--- src/sv/sadtl_pkg.sv ---
package sadtl_pkg;

    localparam int FRAME_DEPTH = 1024;
    localparam int ADDR_W      = $clog2(FRAME_DEPTH);
    localparam int FILL_W      = ADDR_W + 1;
    localparam int MAX_SPAN    = 128;
    localparam int NUM_CELLS   = 2 * MAX_SPAN - 1;
    localparam int MAX_VECTORS = 64;
    localparam int SAMPLE_BITS = 16;
    localparam int ERR_W       = 24;
    localparam int DELAY_W     = 26;

    localparam logic [ERR_W-1:0] ERR_MAX = {ERR_W{1'b1}};

    // Configuration register indexes.
    localparam logic [1:0] REG_PERIOD = 2'd0;
    localparam logic [1:0] REG_SPAN   = 2'd1;
    localparam logic [1:0] REG_GAIN   = 2'd2;
    localparam logic [1:0] REG_VLEN   = 2'd3;

    typedef struct packed {
        logic signed [15:0] ref_sample;
        logic signed [15:0] other_sample;
        logic               last_sample;
    } t_in_req;

    typedef struct packed {
        logic signed [9:0]  delay_whole;
        logic [23:0]        match_error;
        logic               last_of_frame;
        logic               frame_overflow;
    } t_out_res;

    // Control broadcast to every cell of the shift accumulator row.
    typedef struct packed {
        logic clr;        // clear the accumulator
        logic shift_data; // take the neighbor's sample
        logic acc_en;     // add the absolute difference
        logic shift_acc;  // take the neighbor's accumulator
    } t_cell_ctl;

endpackage

--- src/sv/sadtl_cell.sv ---
module sadtl_cell
    import sadtl_pkg::*;
(
    input  logic                          i_clk,
    input  t_cell_ctl                     i_ctl,
    input  logic signed [SAMPLE_BITS-1:0] i_ref,
    input  logic signed [SAMPLE_BITS-1:0] i_data,
    input  logic [ERR_W-1:0]              i_acc,
    output logic signed [SAMPLE_BITS-1:0] o_data,
    output logic [ERR_W-1:0]              o_acc
);

    logic signed [SAMPLE_BITS-1:0] r_data;
    logic [ERR_W-1:0]              r_acc;
    logic signed [SAMPLE_BITS:0]   w_diff;
    logic [SAMPLE_BITS:0]          w_abs;
    logic [ERR_W:0]                w_sum;

    // The difference is taken against the sample arriving this cycle.
    always_comb begin
        w_diff = {i_ref[SAMPLE_BITS-1], i_ref} - {i_data[SAMPLE_BITS-1], i_data};
        w_abs  = w_diff[SAMPLE_BITS] ? (SAMPLE_BITS+1)'(-w_diff) : w_diff;
        w_sum  = {1'b0, r_acc} + (ERR_W+1)'(w_abs);
    end

    always_ff @(posedge i_clk) begin
        if (i_ctl.shift_data) begin
            r_data <= i_data;
        end
        if (i_ctl.clr) begin
            r_acc <= '0;
        end else if (i_ctl.acc_en) begin
            r_acc <= w_sum[ERR_W] ? ERR_MAX : w_sum[ERR_W-1:0];
        end else if (i_ctl.shift_acc) begin
            r_acc <= i_acc;
        end
    end

    assign o_data = r_data;
    assign o_acc  = r_acc;

endmodule

--- config.mk ---
export PLATFORM = sky130hd
export DESIGN_NAME = sadtl_cell
export DESIGN_NICKNAME = d
export VERILOG_FILES = /design/src/sv/sadtl_pkg.sv /design/src/sv/sadtl_cell.sv
export SDC_FILE = /design/constraint.sdc
export NUM_CORES = 1
export LEC_CHECK = 0
export BUFFER_PORTS_ARGS = -buffer_cell sky130_fd_sc_hd__buf_2
export CAP_MARGIN = 20
export CELL_PAD_IN_SITES_DETAIL_PLACEMENT = 0
export CELL_PAD_IN_SITES_GLOBAL_PLACEMENT = 1
export CORE_MARGIN = 3
export CORE_UTILIZATION = 43
export CTS_BUF_LIST = sky130_fd_sc_hd__clkbuf_8
export DETAILED_ROUTE_END_ITERATION = 7
export GPL_ROUTABILITY_DRIVEN = 0
export HOLD_SLACK_MARGIN = 0.08
export PLACE_DENSITY_LB_ADDON = 0.2
export RECOVER_POWER = 50
export SYNTH_ARGS = -nofsm -noshare
export SYNTH_HDL_FRONTEND = slang
export SYNTH_SLANG_ARGS = --single-unit
--- constraint.sdc ---
create_clock -name i_clk -period 16.37 [get_ports i_clk]
set_clock_uncertainty 0.15 [all_clocks]
set_input_delay 4.0925 -clock i_clk [delete_from_list [all_inputs] [get_ports i_clk]]
set_output_delay 4.0925 -clock i_clk [all_outputs]
set_load 0.005 [all_outputs]
======== After elaboration in Yosys (flattened, before gate mapping) ========
Index checks and enable logic that the tools add are counted.
operators by class
  add/subtract/negate cells ............... 3
  multiplexer cells ....................... 4
  reduce and logical (&&, ||, !) cells .... 1
operators by type and width
  operator            number
  $mux W24            3
  $add A24 B17 Y25    1
  $mux W17            1
  $neg A17 Y17        1
  $sub A16 B16 Y17    1
  $reduce_bool A2 Y1  1
storage, ports and cells
  register bits ........................... 40
  bits of input ports ..................... 61
  output and inout bits ................... 40
  word-level logic and storage cells ...... 10

======== Longest topological paths before layout ========
Gate-level depths: netlist of run 1.
  word-level depth ........................ 6
  mapped depth ............................ 24

======== Worst setup path after synthesis of run 1 ========
Ideal clock, no wire load.
  path type ............................... input to register
  start point ............................. input port i_ref[0]
  end point ............................... register r_acc[23] (netlist: o_acc[23])
  library setup time ...................... 120 ps
  arrival ................................. 8,141 ps
  required time ........................... 16,100 ps
  path slack .............................. 7,959 ps
  stages on the path ...................... 23
  path buffers ............................ 2
  cells stage by stage .................... inv_1 > ha_1 > fa_1 > nand2b_1 > a21o_1 > a21bo_1 > a21oi_2 > o21ai_1 > o2111a_1 > a21oi_4 > buf_6 > a21oi_1 > fa_1 > a21o_1 > a211oi_1 > o21ai_0 > a2bb2oi_1 > o21ai_1 > nand2_1 > o21a_1 > buf_2 > o31ai_1 > a211o_1
between the ends
  word-level cells in the longest chain between the ends .. 6
RTL lines
  what                  RTL line          RTL
  start, declared       sadtl_cell.sv:6   input logic signed [SAMPLE_BITS-1:0] i_ref,
  $sub A16 B16 Y17 (*)  sadtl_cell.sv:21  w_diff = {i_ref[SAMPLE_BITS-1], i_ref} - {i_data[SAMPLE_BITS-1], i_data};
  $neg A17 Y17          sadtl_cell.sv:22  w_abs = w_diff[SAMPLE_BITS] ? (SAMPLE_BITS+1)'(-w_diff) : w_diff;
  $mux W17 (*)          sadtl_cell.sv:22
  $add A24 B17 Y25 (*)  sadtl_cell.sv:23  w_sum = {1'b0, r_acc} + (ERR_W+1)'(w_abs);
  $mux W24 (*)          sadtl_cell.sv:33  r_acc <= w_sum[ERR_W] ? ERR_MAX : w_sum[ERR_W-1:0];
  $mux W24 (*)          sadtl_cell.sv:32  end else if (i_ctl.acc_en) begin
  end signal, assigned  sadtl_cell.sv:33
  end signal, assigned  sadtl_cell.sv:35  r_acc <= i_acc;
  end, declared         sadtl_cell.sv:14  logic [ERR_W-1:0] r_acc;
Mark *: on every way between the ends. The rest lies on a longest branch, timed or not.
A chain may end at the register's enable or synchronous reset.

======== Worst setup path after layout of run 1 ========
Ends and elaborated chain as after synthesis.

==> out/metrics.cfg, run 1 <==
[sta]
hold_viol_final=0
worst_pin_slew_ns=0.926
slew_violations=0
holdWs_ns=0.365
fmax_ghz=0.110
rsz0062_at_grt=false
setup_viol=0
fin_crit_ns=9.10
slew_headroom=0.383
period_share=0.556
tns_ns=0

[setup_path]
critPathMaxFanout=18
crit_path_start_kind=primary input
cp_cell_sequence=buf_2, inv_1, ha_1, fa_1, nand2b_1, a21o_1, a21bo_1, a21oi_2, o21ai_1, o2111a_1, a21oi_4, a21oi_1, fa_1, a21o_1, a211oi_1, o21ai_0, a2bb2oi_1, o21ai_1, nand2_1, o21a_1, o31ai_1, a211o_1
critPathMaxStageDelay_ns=0.58
crit_type=in2reg
critPathArrivalTime_ns=9.14
cp_data_required_time_ns=16.40
critPathSlowestCell=o21a_1
crit_path_end_kind=register

[logic_synthesis]
ys.flop_type=dfxtp_1
async_flop_share=0
synthDistinctLibCells=55
synth_nets=533
mappedNetlistArea_mm2=0.00364
synth_top_area_share=0.132
yosys.area.top_type=dfxtp_1
syn_inst=434
synth-edff-count=16
synth_common_cells=38 x a21oi_1, 36 x ha_1, 34 x a211oi_1
ys_ff_latch=40
ys_warn_count=0
synth_area_leaders=dfxtp_1 13%, edfxtp_1 13%, ha_1 12%
synth_most_common_cell=a21oi_1
syn_area_per_cell_um2=8.38
ys_seq_area_frac=0.264

[floorplanning]
dieArea_mm2=0.00960
die_y_um=98.0
core_area_mm2=0.00797
dieWidth_um=98.0
initial_core_util=0.457
num_rows=32
ios=101

[power_and_ir_drop]
seq_power_share=0.266
clkPwrFrac=0.192
power.density_mw_per_mm2=115
peakVddDrop_mv=0.0648
power_frac_comb=0.542
internal_power_uw=298
p_leak_uw=0.00192
power.share.switching=0.398
p_total_uw=495
p_switching_uw=197

[placed_design]
placed_cell_area_mm2=0.00420
hpwlAfterDp_um=7060
io_buffers=100

[status]
status=completed

[detailed_routing]
drt_iter0_drc=130
wl_um=8740
wl_per_cell_um=13.9
drc=0
firstDrtPassIters=4
vias=3376
routed_via_density=5.38
ant_nets=0

[clocking]
cts_htree_levels=2
root_buffer=clkbuf_8
cts_resized=0
clk_pin_slew_ns=0.08
cts_tree=done
cts_buffer_depth=2
postCtsSetupBuffers=0
cts_hold_buffers=0
cts_inserted_buffers=5
insertion_delay_ns=0.29
cts.sinks=40

[cells_and_area]
area_delta_synth_final_pct=18.3
drive_gt1_frac=0.196
final_area_mm2=0.00431
num-nets-final=625
antennaDiodeCount=0

[global_route]
antenna_found_initial=0
grt_pass1_vias=3152
grt_pass1_wl_um=14600
overflow=0
grt.total_usage=0.180
grt_max_degree=42

[run]
maxCapViolations=0

[hold_path]
min_path_type=reg2reg

-- critical path: cells and delay by family --
family | cells | cell delay (ns)
buffers and inverters | 2 | 0.11
adder cells (fa/ha/maj) | 3 | 1.07
AND/OR/NAND/NOR | 2 | 0.36
AO/OA/AOI/OAI | 15 | 3.47
-- power groups by stage --
stage,combinational (uW),sequential (uW),clock (uW)
global placement,267,135,0
detailed placement,268,134,0
floorplan,204,132,0
global route,304,134,102
CTS,271,132,97.9
finish,268,132,95.3
-- final cells by class --
type	instances	area, um^2
clock buffer	5	68.8
clock inverter	2	60.1
fill	816	3660
inverter	31	116
multi-input combinational	348	2490
sequential	40	961
tap	102	128
timing repair buffer	100	479
-- cell usage in the layout (no fill, tap or decap), types with 5 or more instances in the layout --
cell      netlist  layout
buf_2           4      83
a21oi_1        38      38
ha_1           36      36
a211oi_1       34      34
nor2_1         33      33
inv_1          31      31
dfxtp_1        24      24
nand2_1        23      23
xor2_1         21      21
xnor2_1        20      20
nor2b_1        17      17
clkbuf_1       10      17
o21ai_0        16      16
edfxtp_1       16      16
a21o_1         11      11
nor3_1         11      11
nand2b_1        9       9
nand3_1         6       6
o21bai_1        6       6
o21ai_1         5       5
a31oi_1         5       5
clkbuf_8        0       5
-- final timing paths --
kind / startpoint / to / slack, ns / depth (start not counted)
max: i_ref[0] / o_acc[23] / 7.27 / 22
min: o_acc[11] / o_acc[11] / 0.37 / 2
max reg2reg: o_acc[0] / o_acc[23] / 12.90 / 11
min reg2reg: o_acc[11] / o_acc[11] / 0.37 / 2
-- registers in the layout (all words and copies together) (netlist names) --
name	flops
o_acc	24
o_data	16
-- kinds of logic (layout without fill, tap and decap cells) --
group	count (synthesis)	count (layout)	share of synthesized area
flip-flops	40	40	0.264
XOR/XNOR	41	41	0.0987
buffers and inverters	46	138	0.0509
AO/OA/AOI/OAI	148	148	0.284
AND/OR/NAND/NOR	121	121	0.168
adder cells (fa/ha/maj)	38	38	0.135
-- through the flow --
stage | utilization | setup slack (ns) | cells
final | 0.540 | 7.27 | 628
after global routing | 0.540 | 6.91 | 628
after CTS | 0.543 | 7.26 | 628
after detailed placement | 0.527 | 7.01 | 621
after global placement | 0.527 | 7.14 | 621
after floorplan | - | 7.96 | 434
-- metal layers --
layer | up-vias | share of wire | track usage
met4 | 0 | 0.0092 | 0.0383
met5 | - | 0 | 0
met2 | 73 | 0.47 | 0.296
met3 | 6 | 0.045 | 0.0286
li1 | 1770 | - | -
met1 | 1527 | 0.48 | 0.248
Note: power is estimated with default switching activity, not from simulation.
==> run 2, diff against run 1 <==
ABC_AREA = 1   (was unset)
CORE_UTILIZATION = 39   (was 43)
clock period = 8.4 ns   (was 16.37 ns; I/O delays follow)
==> out/metrics.cfg, run 2 <==
[sta]
tns_ns=0
fin_crit_ns=5.85
period_share=0.696
fmax_ghz=0.171
slew_headroom=0.322
slew_violations=0
hold_viol_final=0
setup_viol=0
worst_pin_slew_ns=1.02
rsz0062_at_grt=false

[placed_design]
placed_cell_area_mm2=0.00490
hpwlAfterDp_um=9960
io_buffers=100

[global_route]
grt_max_degree=39
grt_pass1_vias=4433
grt_pass1_wl_um=20200
grt.total_usage=0.198
antenna_found_initial=0
overflow=0

[detailed_routing]
ant_nets=0
firstDrtPassIters=4
routed_via_density=4.94
drt_iter0_drc=181
wl_per_cell_um=13.1
vias=4563
drc=0
wl_um=12100

[clocking]
root_buffer=clkbuf_8
postCtsSetupBuffers=0
cts_tree=done
clk_pin_slew_ns=0.08
insertion_delay_ns=0.32
cts_buffer_depth=2
cts_htree_levels=2
cts_resized=0
cts_hold_buffers=0
cts.sinks=40
cts_inserted_buffers=5

[setup_path]
critPathArrivalTime_ns=5.94
crit_path_end_kind=register
crit_path_start_kind=primary input
critPathMaxFanout=16
crit_type=in2reg
cp_data_required_time_ns=8.49

[logic_synthesis]
ys.flop_type=dfxtp_1
syn_area_per_cell_um2=6.22
synth_top_area_share=0.167
ys_warn_count=0
synth_nets=789
synth_most_common_cell=nand2_1
synthDistinctLibCells=36
mappedNetlistArea_mm2=0.00429
synth_area_leaders=nand2_1 17%, dfxtp_1 11%, edfxtp_1 11%
synth_common_cells=191 x nand2_1, 106 x inv_1, 68 x nor2_1
ys_ff_latch=40
syn_inst=690
ys_seq_area_frac=0.224
yosys.area.top_type=nand2_1
async_flop_share=0
synth-edff-count=16

[floorplanning]
ios=101
dieWidth_um=111
core_area_mm2=0.0105
initial_core_util=0.408
die_y_um=111
dieArea_mm2=0.0123
num_rows=37

[cells_and_area]
drive_gt1_frac=0.155
num-nets-final=885
multiInputGateArea_mm2=0.00287
n_fill_cell=1124
area_delta_synth_final_pct=15.9
final_area_mm2=0.00497
layout_common_cells=191 x nand2_1, 108 x inv_1, 90 x buf_2, 68 x nor2_1, 54 x nand3_1
antennaDiodeCount=0
seq_area_um2=961
largest_reg_flops=24
layout_commonest_cell=nand2_1

[power_and_ir_drop]
internal_power_uw=485
p_switching_uw=435
power.share.switching=0.473
power_frac_comb=0.585
power.density_mw_per_mm2=185
p_total_uw=920
peakVddDrop_mv=0.0886
p_leak_uw=0.00270
clkPwrFrac=0.144
seq_power_share=0.270

[status]
status=completed

[run]
maxCapViolations=0

[hold_path]
min_path_type=reg2reg

run 2: cell count changes after synthesis, sizes merged, moves of 10 or more:
cell / delta
nand2: +178
inv: +77
nand3: +50
nor2: +36
a211oi: -35
nor2b: -17
xnor2: -15
o21ai: +12
o22ai: +12
a21o: -11
nand4: +10
run 2: worst paths after layout:
path | startpoint | to | slack, ns | depth (start not counted)
max | i_ref[0] | o_acc[14] | 2.55 | 25
min | o_acc[23] | o_acc[23] | 0.38 | 2
max reg2reg | o_acc[0] | o_acc[14] | 5.81 | 15
min reg2reg | o_acc[23] | o_acc[23] | 0.38 | 2
run 2: cell families after synthesis:
logic type / share of synthesized area
buf+inv: 0.108
compound gates: 0.127
simple gates: 0.371
fa+ha+maj: 0.114
flops: 0.224
xor+xnor: 0.0551
run 2: routing by layer:
layer | vias up | global-route usage | routed length [um]
li1 | 2432 | - | -
met1 | 2026 | 0.227 | 5280
met2 | 90 | 0.366 | 6000
met3 | 15 | 0.0393 | 567
met4 | 0 | 0.0616 | 230
met5 | - | 0 | 0
run 2: worst max-delay path, cell delays in order:
cell and delay, ns:
buf_2 0.07, inv_1 0.03, ha_1 0.21, fa_1 0.54
ha_1 0.18, a21boi_2 0.15, nand3_1 0.11, nor2_1 0.18
nand3_1 0.11, nor2_2 0.15, nand2_1 0.08, nand2_2 0.08
xor2_1 0.17, inv_1 0.07, ha_1 0.35, nand2_1 0.15
o21ai_0 0.28, a21oi_1 0.14, nand2_2 0.11, nand2_2 0.06
nand2_4 0.19, inv_2 0.13, nand2_1 0.08, o21ai_1 0.06
a21oi_1 0.13
run 2: power groups by stage:
stage | logic [uW] | clock network [uW] | registers, uW
CTS | 541 | 141 | 249
detailed placement | 538 | 0 | 254
floorplan | 396 | 0 | 250
finish | 538 | 133 | 249
global route | 620 | 147 | 253
global placement | 537 | 0 | 253
run 2: final cells by class:
class                   instances  area share
multi-input cells             531       0.576
flip-flops and latches         40       0.193
well taps                     136      0.0342
repair buffers                100      0.0981
clock buffers                   5      0.0138
clock inverters                 3     0.00226
inverters                     108      0.0820
run 2: metrics by stage:
stage	setup WS, ns	cells	hold WS (ns)	util
after floorplan	2.91	690	0.339	-
after global placement	2.26	915	0.366	0.467
after detailed placement	2.21	915	0.359	0.467
after CTS	2.54	923	0.371	0.474
after global routing	2.07	923	0.405	0.473
final	2.55	923	0.378	0.473
==> run 3, diff against run 2 <==
CORE_UTILIZATION = 35   (was 39)
clock period = 5 ns   (was 8.4 ns; I/O delays follow)
==> out/metrics.cfg, run 3 (synthesized netlist as in run 2, its figures left out) <==
[detailed_routing]
ant_nets=0
firstDrtPassIters=4
drt_iter0_drc=181
vias=4688
wl_um=12400
routed_via_density=4.90
wl_per_cell_um=13.0
drc=0

[hold_path]
min_path_type=reg2reg

[clocking]
cts_htree_levels=2
insertion_delay_ns=0.31
cts_inserted_buffers=5
cts_buffer_depth=2
cts_tree=done
clk_pin_slew_ns=0.08
cts.sinks=40
root_buffer=clkbuf_8

[sta]
slew_violations=0
slew_headroom=0.376
period_share=0.935
tns_ns=0
worst_pin_slew_ns=0.935
hold_viol_final=0
fin_crit_ns=4.67
setup_viol=0
fmax_ghz=0.214
rsz0062_at_grt=true

[setup_path]
critPathMaxFanout=13
critPathSlowestCell=fa_1
critPathArrivalTime_ns=4.77
cp_num_cells=30
crit_family=simple AND/OR/NAND/NOR gates
regToRegStartpoint=o_acc[0]
crit_path_start_kind=primary input
critPathMaxStageDelay_ns=0.38
critPathCapture=o_acc[4]
crit_path_end_kind=register
rrSetupSlack_ns=2.67
r2r-end=o_acc[14]
crit_type=in2reg
cp_data_required_time_ns=5.10
cp-startpoint=i_ref[0]
cpMostUsedCell=nand2_1
rr_worst_depth=15
crit_buf_inv=5

[cells_and_area]
antennaDiodeCount=0
area_delta_synth_final_pct=23.5
largest_reg_flops=24
layout_common_cells=185 x nand2_1, 107 x inv_1, 84 x buf_2, 64 x nor2_1, 53 x nand3_1
n_fill_cell=1291
final_area_mm2=0.00530
drive_gt1_frac=0.203
layout_commonest_cell=nand2_1
num-nets-final=912

[power_and_ir_drop]
power.share.switching=0.463
power.density_mw_per_mm2=317
power_frac_comb=0.620
peakVddDrop_mv=0.143
p_switching_uw=777
seq_power_share=0.251
p_leak_uw=0.00284
internal_power_uw=903
clkPwrFrac=0.129

[global_route]
antenna_found_initial=0
overflow=0
grt_pass1_vias=4530
grt.total_usage=0.189
grt_pass1_wl_um=20600
grt_max_degree=39

[status]
status=completed

[placed_design]
placed_cell_area_mm2=0.00511
io_buffers=100
hpwlAfterDp_um=10500

[floorplanning]
initial_core_util=0.366
die_y_um=117
core_area_mm2=0.0117
num_rows=39
ios=101
dieWidth_um=117
dieArea_mm2=0.0136

[run]
maxCapViolations=0

## run 3: layout make-up
| class | instances | area [um^2] | area share |
|---|---|---|---|
| multi-input cells | 531 | 2960 | 0.558 |
| flip-flops and latches | 40 | 961 | 0.181 |
| repair buffers | 127 | 716 | 0.135 |
| inverters | 108 | 408 | 0.0770 |
| well taps | 143 | 179 | 0.0338 |
| clock buffers | 5 | 68.8 | 0.0130 |
| clock inverters | 2 | 8.76 | 0.00165 |
## run 3: power groups by stage
stage	Combinational, uW	Sequential (uW)	Clock (uW)
floorplan	665	420	0
global placement	985	426	0
detailed placement	994	428	0
CTS	997	421	234
global route	1180	428	242
finish	1040	421	217
## run 3: how the worst min path moves through the flow
| stage | slack [ns] | cells past startpoint | from | endpoint |
|---|---|---|---|---|
| floorplan | 0.34 | 2 | o_acc[23] | o_acc[23] |
| global placement | 0.36 | 2 | o_acc[23] | o_acc[23] |
| detailed placement | 0.38 | 2 | o_acc[22] | o_acc[22] |
| CTS | 0.39 | 2 | o_acc[22] | o_acc[22] |
| global route | 0.43 | 2 | o_acc[21] | o_acc[21] |
| finish | 0.39 | 2 | o_acc[23] | o_acc[23] |
## run 3: worst reg2reg max path, stage by stage (launching register included)
cell and delay (ns):
dfxtp_1 0.33, ha_1 0.23, fa_1 0.41, nand2_1 0.08, nand3_1 0.08, and2_1 0.16
nand2_1 0.05, nand2_1 0.07, nand2_1 0.08, nand2_2 0.07, nand2_2 0.08, nand2_4 0.08
inv_2 0.14, nand2_1 0.07, o21ai_1 0.07, a21oi_1 0.07
## run 3: layer usage
metal,share of wire,track usage,vias to the layer above
met3,0.039,0.0368,15
met1,0.43,0.225,2105
met4,0.020,0.0528,0
met2,0.51,0.345,85
li1,-,-,2483
met5,0,0,-
## run 3: through the flow
| stage | instances | utilization | total power [uW] | setup slack [ns] | hold slack, ns |
|---|---|---|---|---|---|
| finish | 956 | 0.452 | 1680 | 0.325 | 0.389 |
| global route | 956 | 0.452 | 1850 | -0.0242 | 0.425 |
| CTS | 954 | 0.443 | 1650 | 0.188 | 0.392 |
| detailed placement | 947 | 0.437 | 1420 | -0.145 | 0.377 |
| global placement | 947 | 0.437 | 1410 | -0.104 | 0.360 |
| floorplan | 690 | - | 1090 | 0.364 | 0.339 |
## run 3: timing repair
| action | 4_1_cts | 5_1_grt |
|---|---|---|
| setup buffers | 0 | 1 |
| hold buffers | 0 | 0 |
| endpoints found under the setup margin | 0 | 24 |
| gates resized for setup | 0 | 27 |
